$ cat src/rtl/core/http_chunked_body_decoder_defines.svh
// ----------------------------------------------------------------------------
// Assertion macros for the chunked body decoder
// Concurrent checks sampled on clk_i and disabled while rst_ni is low.
// ----------------------------------------------------------------------------
`ifndef HTTP_CHUNKED_BODY_DECODER_DEFINES_SVH
`define HTTP_CHUNKED_BODY_DECODER_DEFINES_SVH

// same-cycle implication
`define HCBD_ASSERT_IMP(lbl, ante, cons, msg) \
  lbl: assert property (@(posedge clk_i) disable iff (!rst_ni) (ante) |-> (cons)) \
    else $error(msg);

// next-cycle implication
`define HCBD_ASSERT_NEXT(lbl, ante, cons, msg) \
  lbl: assert property (@(posedge clk_i) disable iff (!rst_ni) (ante) |=> (cons)) \
    else $error(msg);

`endif

$ cat src/rtl/core/hcbd_pkg.sv
// ----------------------------------------------------------------------------
// hcbd_pkg
// Shared types and constants of the chunked body decoder.
// ----------------------------------------------------------------------------
`default_nettype none

package hcbd_pkg;

  localparam int SizeBitsDefault = 32;
  localparam int CmdDepth        = 4;
  localparam int ResDepth        = 4;

  localparam logic [7:0] CharCr   = 8'h0D;
  localparam logic [7:0] CharLf   = 8'h0A;
  localparam logic [7:0] CharSemi = 8'h3B;
  localparam logic [7:0] CharZero = 8'h30;
  localparam logic [7:0] CharNine = 8'h39;
  localparam logic [7:0] CharLowA = 8'h61;
  localparam logic [7:0] CharLowF = 8'h66;
  localparam logic [7:0] CharUpA  = 8'h41;
  localparam logic [7:0] CharUpF  = 8'h46;
  localparam logic [3:0] HexTen   = 4'hA;

  typedef enum logic [1:0] {
    KIND_DATA = 2'd0,
    KIND_OK   = 2'd1,
    KIND_BAD  = 2'd2
  } kind_e;

  typedef enum logic [8:0] {
    PH_SIZE    = 9'b000000001,
    PH_SIZE_LF = 9'b000000010,
    PH_EXT     = 9'b000000100,
    PH_EXT_CR  = 9'b000001000,
    PH_DATA    = 9'b000010000,
    PH_DATA_CR = 9'b000100000,
    PH_DATA_LF = 9'b001000000,
    PH_DONE    = 9'b010000000,
    PH_ERR     = 9'b100000000
  } phase_e;

  typedef struct packed {
    logic [7:0] data;
    logic       is_hex;
    logic [3:0] hex_val;
    logic       is_cr;
    logic       is_lf;
    logic       is_semi;
    logic       last;
  } cmd_t;

  typedef struct packed {
    kind_e      kind;
    logic [7:0] data;
  } res_t;

endpackage

`default_nettype wire

$ cat src/rtl/core/hcbd_fifo.sv
// ----------------------------------------------------------------------------
// hcbd_fifo
// Small first-word-fall-through queue built from registers.
// ----------------------------------------------------------------------------
`default_nettype none

`include "http_chunked_body_decoder_defines.svh"

module hcbd_fifo #(
  parameter int Width = 8,
  parameter int Depth = hcbd_pkg::CmdDepth
) (
  input  wire logic             clk_i,
  input  wire logic             rst_ni,
  input  wire logic             push_i,
  input  wire logic [Width-1:0] wdata_i,
  output logic                  full_o,
  input  wire logic             pop_i,
  output logic                  empty_o,
  output logic      [Width-1:0] rdata_o
);
  localparam int AddrW = $clog2(Depth);
  localparam int CntW  = AddrW + 1;

  logic [Width-1:0] entries_q [Depth];
  logic [AddrW-1:0] wr_ptr_q, wr_ptr_d;
  logic [AddrW-1:0] rd_ptr_q, rd_ptr_d;
  logic [CntW-1:0]  count_q, count_d;
  logic             push_ok, pop_ok;

  assign full_o  = (count_q == CntW'(Depth));
  assign empty_o = (count_q == '0);
  assign push_ok = push_i && !full_o;
  assign pop_ok  = pop_i && !empty_o;
  assign rdata_o = entries_q[rd_ptr_q];

  always_comb begin
    wr_ptr_d = wr_ptr_q;
    rd_ptr_d = rd_ptr_q;
    count_d  = count_q;
    if (push_ok) begin
      wr_ptr_d = (wr_ptr_q == AddrW'(Depth - 1)) ? '0 : wr_ptr_q + AddrW'(1);
    end
    if (pop_ok) begin
      rd_ptr_d = (rd_ptr_q == AddrW'(Depth - 1)) ? '0 : rd_ptr_q + AddrW'(1);
    end
    if (push_ok && !pop_ok) begin
      count_d = count_q + CntW'(1);
    end else if (pop_ok && !push_ok) begin
      count_d = count_q - CntW'(1);
    end
  end

  always_ff @(posedge clk_i or negedge rst_ni) begin
    if (!rst_ni) begin
      wr_ptr_q <= '0;
      rd_ptr_q <= '0;
      count_q  <= '0;
    end else begin
      wr_ptr_q <= wr_ptr_d;
      rd_ptr_q <= rd_ptr_d;
      count_q  <= count_d;
    end
  end

  always_ff @(posedge clk_i) begin
    if (push_ok) begin
      entries_q[wr_ptr_q] <= wdata_i;
    end
  end

  `HCBD_ASSERT_IMP(a_count_bound, 1'b1, count_q <= CntW'(Depth), "queue count above depth")
  `HCBD_ASSERT_NEXT(a_count_up, push_ok && !pop_ok, count_q == $past(count_q) + CntW'(1),
                    "queue count did not advance on push")
  `HCBD_ASSERT_NEXT(a_rd_move, pop_ok, rd_ptr_q != $past(rd_ptr_q) || Depth == 1,
                    "read pointer held on pop")

endmodule

`default_nettype wire

$ cat src/rtl/core/hcbd_front.sv
// ----------------------------------------------------------------------------
// hcbd_front
// Classify each incoming byte and queue it for the parser.
// ----------------------------------------------------------------------------
`default_nettype none

module hcbd_front #(
  parameter int Depth = hcbd_pkg::CmdDepth
) (
  input  wire logic          clk_i,
  input  wire logic          rst_ni,
  input  wire logic          push,
  output logic               full,
  input  wire logic [7:0]    in_byte_i,
  input  wire logic          body_end_i,
  output logic               cmd_valid_o,
  output hcbd_pkg::cmd_t     cmd_o,
  input  wire logic          cmd_pop_i
);
  import hcbd_pkg::*;

  cmd_t                 cls;
  logic [7:0]           diff;
  logic [$bits(cmd_t)-1:0] rdata;
  logic                 empty;

  always_comb begin
    cls         = '0;
    cls.data    = in_byte_i;
    cls.last    = body_end_i;
    cls.is_cr   = (in_byte_i == CharCr);
    cls.is_lf   = (in_byte_i == CharLf);
    cls.is_semi = (in_byte_i == CharSemi);
    diff        = '0;
    if (in_byte_i inside {[CharZero:CharNine]}) begin
      diff        = in_byte_i - CharZero;
      cls.is_hex  = 1'b1;
      cls.hex_val = diff[3:0];
    end else if (in_byte_i inside {[CharLowA:CharLowF]}) begin
      diff        = in_byte_i - CharLowA;
      cls.is_hex  = 1'b1;
      cls.hex_val = diff[3:0] + HexTen;
    end else if (in_byte_i inside {[CharUpA:CharUpF]}) begin
      diff        = in_byte_i - CharUpA;
      cls.is_hex  = 1'b1;
      cls.hex_val = diff[3:0] + HexTen;
    end
  end

  hcbd_fifo #(
    .Width ($bits(cmd_t)),
    .Depth (Depth)
  ) u_cmd_fifo (
    .clk_i   (clk_i),
    .rst_ni  (rst_ni),
    .push_i  (push),
    .wdata_i (cls),
    .full_o  (full),
    .pop_i   (cmd_pop_i),
    .empty_o (empty),
    .rdata_o (rdata)
  );

  assign cmd_valid_o = !empty;
  assign cmd_o       = cmd_t'(rdata);

endmodule

`default_nettype wire

$ cat src/rtl/core/hcbd_back.sv
// ----------------------------------------------------------------------------
// hcbd_back
// Chunk framing state machine: size parse, data pass-through, CRLF checks.
// ----------------------------------------------------------------------------
`default_nettype none

`include "http_chunked_body_decoder_defines.svh"

module hcbd_back #(
  parameter int SizeBits = hcbd_pkg::SizeBitsDefault
) (
  input  wire logic            clk_i,
  input  wire logic            rst_ni,
  input  wire logic            cmd_valid_i,
  input  hcbd_pkg::cmd_t       cmd_i,
  output logic                 cmd_pop_o,
  output logic                 res_push_o,
  output hcbd_pkg::res_t       res_o,
  input  wire logic            res_full_i
);
  import hcbd_pkg::*;

  phase_e               phase_q, phase_d;
  logic [SizeBits-1:0]  bytes_q, bytes_d;
  logic                 take;
  logic                 have;
  kind_e                kind;
  logic [7:0]           rbyte;
  logic                 emit;
  logic                 finished;
  logic                 decided;

  assign take      = cmd_valid_i && !res_full_i;
  assign cmd_pop_o = take;

  always_comb begin
    phase_d  = phase_q;
    bytes_d  = bytes_q;
    have     = 1'b0;
    kind     = KIND_BAD;
    rbyte    = '0;
    emit     = 1'b0;
    finished = 1'b0;
    decided  = 1'b0;
    case (phase_q)
      PH_SIZE: begin
        if (cmd_i.is_hex) begin
          if (bytes_q[SizeBits-1 -: 4] != '0) begin
            phase_d = PH_ERR;
            have    = 1'b1;
          end else begin
            bytes_d = {bytes_q[SizeBits-5:0], cmd_i.hex_val};
          end
        end else if (cmd_i.is_semi) begin
          phase_d = PH_EXT;
        end else if (cmd_i.is_cr) begin
          phase_d = PH_SIZE_LF;
        end else begin
          phase_d = PH_ERR;
          have    = 1'b1;
        end
      end
      PH_EXT: begin
        if (cmd_i.is_cr) begin
          phase_d = PH_EXT_CR;
        end
      end
      PH_SIZE_LF, PH_EXT_CR: begin
        if (cmd_i.is_lf) begin
          if (bytes_q == '0) begin
            phase_d = PH_DONE;
            kind    = KIND_OK;
            have    = 1'b1;
          end else begin
            phase_d = PH_DATA;
          end
        end else if (phase_q == PH_EXT_CR) begin
          if (!cmd_i.is_cr) begin
            phase_d = PH_EXT;
          end
        end else begin
          phase_d = PH_ERR;
          have    = 1'b1;
        end
      end
      PH_DATA: begin
        kind    = KIND_DATA;
        rbyte   = cmd_i.data;
        have    = 1'b1;
        bytes_d = bytes_q - SizeBits'(1);
        if (bytes_q == SizeBits'(1)) begin
          phase_d = PH_DATA_CR;
        end
      end
      PH_DATA_CR: begin
        if (cmd_i.is_cr) begin
          phase_d = PH_DATA_LF;
        end else begin
          phase_d = PH_ERR;
          have    = 1'b1;
        end
      end
      PH_DATA_LF: begin
        if (cmd_i.is_lf) begin
          phase_d = PH_SIZE;
          bytes_d = '0;
        end else begin
          phase_d = PH_ERR;
          have    = 1'b1;
        end
      end
      PH_DONE, PH_ERR: begin
      end
      default: begin
        phase_d = PH_ERR;
      end
    endcase

    emit = have;
    if (cmd_i.last) begin
      finished = (phase_d == PH_DONE) || (phase_d == PH_ERR);
      decided  = have && (kind != KIND_DATA);
      phase_d  = PH_SIZE;
      bytes_d  = '0;
      rbyte    = '0;
      if (!decided) begin
        kind = KIND_BAD;
      end
      emit = decided || !finished;
    end
  end

  assign res_push_o = take && emit;
  assign res_o.kind = kind;
  assign res_o.data = rbyte;

  always_ff @(posedge clk_i or negedge rst_ni) begin
    if (!rst_ni) begin
      phase_q <= PH_SIZE;
      bytes_q <= '0;
    end else if (take) begin
      phase_q <= phase_d;
      bytes_q <= bytes_d;
    end
  end

  `HCBD_ASSERT_IMP(a_data_count, phase_q == PH_DATA, bytes_q != '0,
                   "data phase with zero bytes left")
  `HCBD_ASSERT_IMP(a_no_overrun, res_push_o, !res_full_i, "result pushed into full queue")
  `HCBD_ASSERT_IMP(a_data_src, res_push_o && res_o.kind == KIND_DATA,
                   phase_q == PH_DATA && !cmd_i.last, "data result outside data phase")
  `HCBD_ASSERT_NEXT(a_end_reset, take && cmd_i.last, phase_q == PH_SIZE && bytes_q == '0,
                    "parser not reset after final byte")

endmodule

`default_nettype wire

$ cat src/rtl/core/http_chunked_body_decoder.sv
// ----------------------------------------------------------------------------
// http_chunked_body_decoder
// Decodes an HTTP/1.1 chunked body byte by byte into payload bytes and a
// final ok or malformed verdict.
// ----------------------------------------------------------------------------
// Throughput is one body byte per clock cycle, sustained as long as pop keeps
// up; the framing state machine and its size counter (a 4-bit shift-in while
// parsing sizes, a decrement while passing data) update once per taken byte.
// With both queues empty, an accepted byte is registered in the command queue,
// read by the state machine and its result registered in the result queue.
// Both sides are queues of four transactions, so push may run ahead of the
// parser and the parser ahead of pop. Each byte gives at most one result: a
// data byte, one ok after a zero or empty size line, or one malformed verdict;
// the byte marked body_end returns the parser to its reset state.
// ----------------------------------------------------------------------------
`default_nettype none

module http_chunked_body_decoder #(
  parameter int SizeBits = hcbd_pkg::SizeBitsDefault,
  parameter int CmdDepth = hcbd_pkg::CmdDepth,
  parameter int ResDepth = hcbd_pkg::ResDepth
) (
  input  wire logic       clk_i,
  input  wire logic       rst_ni,
  input  wire logic       push,
  output logic            full,
  input  wire logic [7:0] in_byte_i,
  input  wire logic       body_end_i,
  output logic            empty,
  input  wire logic       pop,
  output logic [1:0]      out_kind_o,
  output logic [7:0]      data_byte_o
);
  import hcbd_pkg::*;

  logic                    cmd_valid;
  cmd_t                    cmd;
  logic                    cmd_pop;
  logic                    res_push;
  res_t                    res;
  logic                    res_full;
  logic [$bits(res_t)-1:0] res_rdata;
  res_t                    res_head;

  hcbd_front #(
    .Depth (CmdDepth)
  ) u_front (
    .clk_i       (clk_i),
    .rst_ni      (rst_ni),
    .push        (push),
    .full        (full),
    .in_byte_i   (in_byte_i),
    .body_end_i  (body_end_i),
    .cmd_valid_o (cmd_valid),
    .cmd_o       (cmd),
    .cmd_pop_i   (cmd_pop)
  );

  hcbd_back #(
    .SizeBits (SizeBits)
  ) u_back (
    .clk_i       (clk_i),
    .rst_ni      (rst_ni),
    .cmd_valid_i (cmd_valid),
    .cmd_i       (cmd),
    .cmd_pop_o   (cmd_pop),
    .res_push_o  (res_push),
    .res_o       (res),
    .res_full_i  (res_full)
  );

  hcbd_fifo #(
    .Width ($bits(res_t)),
    .Depth (ResDepth)
  ) u_res_fifo (
    .clk_i   (clk_i),
    .rst_ni  (rst_ni),
    .push_i  (res_push),
    .wdata_i (res),
    .full_o  (res_full),
    .pop_i   (pop),
    .empty_o (empty),
    .rdata_o (res_rdata)
  );

  assign res_head    = res_t'(res_rdata);
  assign out_kind_o  = res_head.kind;
  assign data_byte_o = res_head.data;

endmodule

`default_nettype wire
$ cat config.mk
export PLATFORM = sky130hd
export DESIGN_NAME = http_chunked_body_decoder
export DESIGN_NICKNAME = d
export VERILOG_FILES = /design/src/rtl/core/hcbd_pkg.sv /design/src/rtl/core/hcbd_fifo.sv /design/src/rtl/core/hcbd_front.sv /design/src/rtl/core/hcbd_back.sv /design/src/rtl/core/http_chunked_body_decoder.sv
export VERILOG_INCLUDE_DIRS = /design/src /design/src/rtl/core
export SDC_FILE = /design/constraint.sdc
export NUM_CORES = 1
export LEC_CHECK = 0
export ABC_CLOCK_PERIOD_IN_PS = 4700
export BUFFER_PORTS_ARGS = -buffer_cell sky130_fd_sc_hd__buf_2
export CORE_ASPECT_RATIO = 2
export CORE_MARGIN = 3
export CORE_UTILIZATION = 62
export CTS_BUF_LIST = sky130_fd_sc_hd__clkbuf_8 sky130_fd_sc_hd__clkbuf_16
export DETAILED_ROUTE_END_ITERATION = 7
export PLACE_DENSITY = 0.85
export SETUP_SLACK_MARGIN = 0.2
export SKIP_LAST_GASP = 1
export SYNTH_ARGS = -nofsm -noshare
export SYNTH_HDL_FRONTEND = slang
export SYNTH_SLANG_ARGS = --single-unit
$ cat constraint.sdc
create_clock -name clk_i -period 4.7 [get_ports clk_i]
set_input_delay 0 -clock clk_i [delete_from_list [all_inputs] [get_ports clk_i]]
set_output_delay 0 -clock clk_i [all_outputs]
set_load 0.01 [all_outputs]
==> results of run 1 <==
[kinds of logic (layout without fill, tap and decap cells)]
| kind of cell | Yosys count | count (layout) | share of synthesized area, % |
|---|---|---|---|
| adder cells (fa/ha/maj) | 20 | 20 | 3.32 |
| XOR/XNOR | 19 | 19 | 2.08 |
| multiplexers | 39 | 39 | 9.18 |
| AND/OR/NAND/NOR | 231 | 231 | 15.1 |
| AO/OA/AOI/OAI | 127 | 127 | 9.59 |
| flip-flops | 163 | 163 | 57.8 |
| buffers and inverters | 55 | 91 | 2.94 |
[flip-flops by register name (all words and copies together) (netlist names)]
signal and count:
u_front.u_cmd_fifo.entries_q 68, u_res_fifo.entries_q 40, u_back.bytes_q 32, u_back.phase_q 9, u_front.u_cmd_fifo.count_q 3, u_res_fifo.count_q 3, u_front.u_cmd_fifo.rd_ptr_q 2, u_front.u_cmd_fifo.wr_ptr_q 2
u_res_fifo.rd_ptr_q 2, u_res_fifo.wr_ptr_q 2
[synth_stat cells, types with 9 or more instances]
library cell / instances / area (um2)
nor3_1: 36 / 180
xor2_1: 10 / 87.6
and2_1: 10 / 62.6
nand2_1: 55 / 206
nand3_1: 11 / 55.1
a22oi_1: 10 / 75.1
and3_1: 10 / 62.6
o21ai_0: 63 / 315
nor4_1: 19 / 119
a21oi_1: 20 / 100
inv_1: 15 / 56.3
xnor2_1: 9 / 78.8
clkbuf_1: 27 / 101
ha_1: 18 / 225
mux4_2: 26 / 586
nor2_1: 47 / 176
edfxtp_1: 108 / 3240
dfrtp_1: 54 / 1350
[worst max-delay path by stage]
stage          cells after the start                      startpoint                     to
2_1_floorplan                     14               u_back.phase_q[1]  u_res_fifo.count_q[2]
3_3_place_gp                      11               u_back.phase_q[1]  u_res_fifo.count_q[2]
3_5_place_dp                      11               u_back.phase_q[1]  u_res_fifo.count_q[2]
4_1_cts                           11               u_back.phase_q[1]  u_res_fifo.count_q[2]
5_1_grt                           11  u_front.u_cmd_fifo.rd_ptr_q[0]  u_res_fifo.count_q[2]
6_report                          11               u_back.phase_q[1]  u_res_fifo.count_q[2]
[per-layer routing]
| metal | share of wire (%) | vias to the layer above | global-route usage, % |
|---|---|---|---|
| met2 | 55 | 243 | 46.1 |
| met1 | 36 | 2722 | 28.6 |
| met3 | 4.9 | 60 | 4.95 |
| met5 | 0 | - | 0 |
| met4 | 4.2 | 0 | 13.5 |
| li1 | - | 2517 | - |
[critical path: stages, from the launching register on]
cell,delay (ps)
dfrtp_1,480
or4_4,610
or4_4,680
nand4_4,160
or4b_4,480
a31oi_4,290
ha_1,250
inv_1,60
fa_1,380
xor2_1,170
nor2_1,120
xor2_1,150
[report_power, final]
| part | switching, mW | leakage, nW | total, mW | internal [mW] |
|---|---|---|---|---|
| Sequential | 0.284 | 1.73 | 2.15 | 1.86 |
| Clock | 0.597 | 0.311 | 1.45 | 0.855 |
| Combinational | 1.27 | 1.39 | 2.17 | 0.899 |
| Total | 2.15 | 3.43 | 5.77 | 3.62 |
[cell type report]
class                           count  area (um2)
Multi-Input combinational cell    436        3140
Sequential cell                   163        4620
Timing Repair Buffer               44         295
Fill cell                         864        3700
Clock buffer                       17         425
Clock inverter                     15         201
Inverter                           15        56.3
Tap cell                          150         188
==> metrics.yaml, run 1 <==
worst_setup_path:
  reg2reg_slack_ps: 790
  worstSetupStartpointType: "register"
  end_kind: "register"
  timing.critical_path.required_ps: 5060
  worst_r2r_startpoint: "u_back.phase_q[1]"
  critical_setup_path_class: "reg2reg"
  worst_ep_arrival_time_ps: 4270
  worst_r2r_path_depth: 11
  crit-reg2reg-capture: "u_res_fifo.count_q[2]"
  critical_path.max_fanout: 17
power_and_ir_drop:
  total_leakage_power_nw: 3.43
  max-vdd-ir-drop_mv: 0.552
  p_total_mw: 5.77
  power_density_nw_per_um2: 647
sta:
  finalSetupTns_ps: 0
  final_max_slew_viol_count: 0
  finalHoldWorstSlack_ps: 20.0
  timing.max_slew.rel_slack_pct: 26.1
  worst_pin_slew_ps: 1100
  setup_violations: 0
  post-route-min-period_ps: 3910
  timing_hold_violations_final: 0
  clock.fmax_mhz: 256
  post-route-worst-setup-slack_ps: 791
  period_share_pct: 83.2
  setup_repair_after_global_routing_missed_its_margin: "no"
  finClkSkew_ps: 16.1
place:
  gpl.final_weighted_congestion: 0.972
  buffer_ports.inserted: 24
  placedInstanceArea_um2: 8200
  dp_worst_setup_slack_ps: 824
  place.detailed.hpwl_mm: 11.8
  place.detailed.instances: 798
clocking:
  postCtsResizedCells: 0
  tritoncts: "built"
  cts.reportedPaths.clkPinSlew_ps: 70
  tritoncts.num_buffers: 17
  cts.hold.buffers_added: 10
  post_cts_buffers: 0
  htreeDepth: 4
  ctsRootBufferMaster: "clkbuf_16"
  cts_num_sinks: 163
  cts.path.max_buffers: 2
  clkLatencyLatePin_ps: 430
cells_and_area:
  antenna-diode-count: 0
  mostFrequentLayoutCell: "edfxtp_1"
  nNetsFinal: 710
  areaGrowthSynthToFinish_pct: 11.7
  post-route-util_pct: 70.7
  fin_area_um2: 8920
  final_layout_size_suffix_gt1_share_pct: 15.7
  final_cells: 840
  most-common-layout-cells: "edfxtp_1 (108), o21ai_0 (63), nand2_1 (55), dfrtp_1 (54), nor2_1 (47)"
min_path:
  hp-start: "pop"
  worstHoldPathType: "in2reg"
  whs_endpoint: "u_res_fifo.rd_ptr_q[0]"
  holdPathStages: 3
die:
  initial_core_util_pct: 63.3
  die_w_um: 86.3
  die_h_um: 167
  die_area_um2: 14400
  boundaryPins: 25
  floorplan.core_area_um2: 12600
  placement_rows: 58
global_routing:
  groute.usage.overall_pct: 25.9
  globalRouteOverflowTotal: 0
  grt_pass1_wl_mm: 28.7
  grt_pass1_vias: 5697
  pin_count_of_the_biggest_net_entering_global_routing: 56
  antenna_found_initial: 0
route:
  detail_route.drc_violations: 0
  vias: 5542
  detail_route.wirelength_mm: 17.5
  drt-vias-per-instance: 6.60
  drtIter0Drc: 509
  drt_first_pass_iters: 6
  drt.antenna.violating_nets: 0
  wl_per_cell_um: 20.8
yosys:
  synth_ff_type: "edfxtp_1"
  synthesis.area_um2: 7990
  synth-edff-count: 108
  avgSynthCellArea_um2: 12.2
  synth-seq-cells: 163
  synth.lib_cells_used.distinct: 62
  asyncSetResetFlopFracSynth_pct: 33.7
  postSynthCellCount: 654
  yosys_warnings: 0
  synth_seq_area_share_pct: 57.8
  postSynthNetCount: 687
run_status:
  outcome: "finished clean"
job:
  cap_violations: 0
(Power assumes the default switching activity.)
==> run 2, diff against run 1 <==
--- a/config.mk
+++ b/config.mk
@@ -6,7 +6,7 @@
 export SDC_FILE = /design/constraint.sdc
 export NUM_CORES = 1
 export LEC_CHECK = 0
-export ABC_CLOCK_PERIOD_IN_PS = 4700
+export ABC_CLOCK_PERIOD_IN_PS = 3700
 export BUFFER_PORTS_ARGS = -buffer_cell sky130_fd_sc_hd__buf_2
 export CORE_ASPECT_RATIO = 2
 export CORE_MARGIN = 3
==> constraint.sdc (replaced) <==
create_clock -name clk_i -period 3.7 [get_ports clk_i]
set_input_delay 0 -clock clk_i [delete_from_list [all_inputs] [get_ports clk_i]]
set_output_delay 0 -clock clk_i [all_outputs]
set_load 0.01 [all_outputs]
==> metrics.yaml, run 2 (same netlist as run 1, synthesis figures left out) <==
cells_and_area:
  mostFrequentLayoutCell: "edfxtp_1"
  nNetsFinal: 731  # +3.0%
  antenna-diode-count: 0  # unchanged
  multi_input_comb_area_um2: 3180  # +1.5%
  most-common-layout-cells: "edfxtp_1 (108), o21ai_0 (63), nand2_1 (55), dfrtp_1 (51), nor2_1 (47)"
  regMostFlops: "u_front.u_cmd_fifo.entries_q"
  sequential_cell_area_um2: 4620  # about the same
  fillCellCount: 841  # -2.7%
  final_layout_size_suffix_gt1_share_pct: 20.1  # +4.5 points
  areaGrowthSynthToFinish_pct: 14.3
  largest_register_ffs: 68  # unchanged
  largest_registers: "u_front.u_cmd_fifo.entries_q: 68 flops, u_res_fifo.entries_q: 40 flops, u_back.bytes_q: 32 flops"
sta:
  setup_violations: 0  # unchanged
  setup_repair_after_global_routing_missed_its_margin: "yes"
  clock.fmax_mhz: 288  # +13%
  timing_hold_violations_final: 0  # unchanged
  finalSetupTns_ps: 0  # unchanged
  final_max_slew_viol_count: 0  # unchanged
  period_share_pct: 93.9  # +11 points
  finClkSkew_ps: 14.4  # -1.75 ps
  post-route-min-period_ps: 3470  # -435 ps
  timing.max_slew.rel_slack_pct: 39.6  # +14 points
  worst_pin_slew_ps: 906  # -193 ps
power_and_ir_drop:
  net_switching_fraction_of_the_power_pct: 39.3  # +1.9 points
  internal_power_mw: 4.58  # +27%
  p_total_mw: 7.54  # +31%
  p_clk_share_pct: 23.7  # -1.5 points
  power_density_nw_per_um2: 826  # +28%
  p_sw_mw: 2.96  # +38%
  max-vdd-ir-drop_mv: 0.575  # +4.2%
  total_leakage_power_nw: 3.52  # +2.9%
  power.combinational.fraction_pct: 40.6  # +3.0 points
  seq_power_share_pct: 35.7  # -1.5 points
global_routing:
  grt_pass1_vias: 5836  # +2.4%
  groute.usage.overall_pct: 27.5  # +1.6 points
  antenna_found_initial: 0  # unchanged
  grt_pass1_wl_mm: 30.1  # +4.8%
  pin_count_of_the_biggest_net_entering_global_routing: 32  # -43%
  globalRouteOverflowTotal: 0  # unchanged
route:
  detail_route.drc_violations: 0  # unchanged
  vias: 5731  # +3.4%
  drt_first_pass_iters: 8  # +2
  wl_per_cell_um: 21.8  # +4.6%
  drt-vias-per-instance: 6.66  # +0.89%
  drt.antenna.violating_nets: 0  # unchanged
  detail_route.wirelength_mm: 18.7  # +7.2%
  drtIter0Drc: 407  # -20%
clocking:
  cts.path.max_buffers: 2  # unchanged
  tritoncts: "built"
  cts.reportedPaths.clkPinSlew_ps: 80  # about the same
  clkLatencyLatePin_ps: 430  # about the same
  htreeDepth: 4  # unchanged
  tritoncts.num_buffers: 17  # unchanged
  ctsRootBufferMaster: "clkbuf_16"
  cts_num_sinks: 163  # unchanged
worst_setup_path:
  timing.critical_path.required_ps: 4050  # -1010 ps
  worst_ep_arrival_time_ps: 3820  # -450 ps
  worst_r2r_path_depth: 11  # unchanged
  delay_of_the_slowest_cell_on_the_worst_path_ps: 510  # -170 ps
  worstSetupStartpointType: "register"
  reg2reg_slack_ps: 230  # -560 ps
  crit-reg2reg-capture: "u_res_fifo.count_q[2]"
  cp_cell_sequence: "or4_4 -> or4_4 -> nand4_4 -> or4b_4 -> a31oi_4 -> ha_2 -> inv_2 -> fa_2 -> xor2_1 -> nor2_1 -> xor2_1"
  end_kind: "register"
  worst_r2r_startpoint: "u_back.phase_q[3]"
  critical_path.max_fanout: 10  # -7
  critical_setup_path_class: "reg2reg"
  cpMaxStageDelayCell: "or4_4"
min_path:
  holdPathStages: 3  # unchanged
  hp-start: "pop"
  worstHoldPathType: "in2reg"
  whs_endpoint: "u_res_fifo.rd_ptr_q[0]"
place:
  buffer_ports.inserted: 24  # unchanged
  place.detailed.hpwl_mm: 12.8  # +9.0%
  gpl.final_weighted_congestion: 0.936  # -3.7%
die:
  initial_core_util_pct: 63.3  # unchanged
  die_h_um: 167  # unchanged
  placement_rows: 58  # unchanged
  die_area_um2: 14400  # unchanged
  boundaryPins: 25  # unchanged
  die_w_um: 86.3  # unchanged
  floorplan.core_area_um2: 12600  # unchanged
job:
  cap_violations: 0  # unchanged
run_status:
  outcome: "finished clean"
[run 2: cell types whose count changed in the layout (fill, tap and decap cells not counted), sizes merged]
cell,before,now
clkinvlp,1,0
clkinv,3,9
inv,23,21
buf,34,55
bufinv,3,0
[run 2: what timing repair did]
item / CTS / global route
hold buffers: 10 / 0
resized for setup: 7 / 3
setup endpoints to repair: 2 / 22
hold endpoints to repair: 60 / 0
buffers inserted: 2 / 3
pin swaps: 3 / 1
[run 2: stage by stage]
stage	util (%)	setup WS, ps	cells	cell area, um2	hold WS (ps)
after CTS	72.1	201	858	9100	22.6
after floorplan	-	182	654	8000	-296
final	72.3	226	861	9130	22.9
after global placement	65.9	238	814	8330	32.7
after detailed placement	65.9	70.6	814	8330	36.8
after global routing	72.3	131	861	9130	53.0
[run 2: how the worst max path moves through the flow]
stage               cells after the start               endpoint                from
detailed placement                     12  u_res_fifo.count_q[2]  u_back.bytes_q[23]
global route                           11  u_res_fifo.count_q[2]   u_back.phase_q[1]
floorplan                              14  u_res_fifo.count_q[2]   u_back.phase_q[2]
CTS                                    11  u_res_fifo.count_q[2]   u_back.phase_q[1]
finish                                 11  u_res_fifo.count_q[2]   u_back.phase_q[3]
global placement                       12  u_res_fifo.count_q[2]  u_back.bytes_q[23]
[run 2: power groups by stage]
stage,sequential [mW],combinational (mW),clock (mW)
floorplan,2.56,2.21,0
global placement,2.68,2.85,0
detailed placement,2.72,2.94,0
CTS,2.69,3.04,1.81
global route,2.74,3.33,1.88
finish,2.69,3.06,1.79
[run 2: cell type report]
class	count	area share (%)
clock buffers	17	4.66
clock inverters	15	2.18
inverters	15	0.617
multi-input cells	436	34.9
flip-flops and latches	163	50.6
well taps	150	2.06
repair buffers	65	5.00
[run 2: critical path: cells and delay by family, from the launching register on]
family | cells | cell delay (ps)
and+or+nand+nor | 5 | 1750
adders and majority gates | 2 | 580
DFF | 1 | 490
xor gates and xnor gates | 2 | 340
AOI/OAI and AO/OA | 1 | 190
buffers and inverters | 1 | 50
[run 2: layer usage]
metal	up-vias	track usage [%]	routed length, um
met1	2861	30.1	6470
li1	2572	-	-
met3	67	4.95	840
met4	0	15.0	809
met2	231	49.1	10600
met5	-	0	0
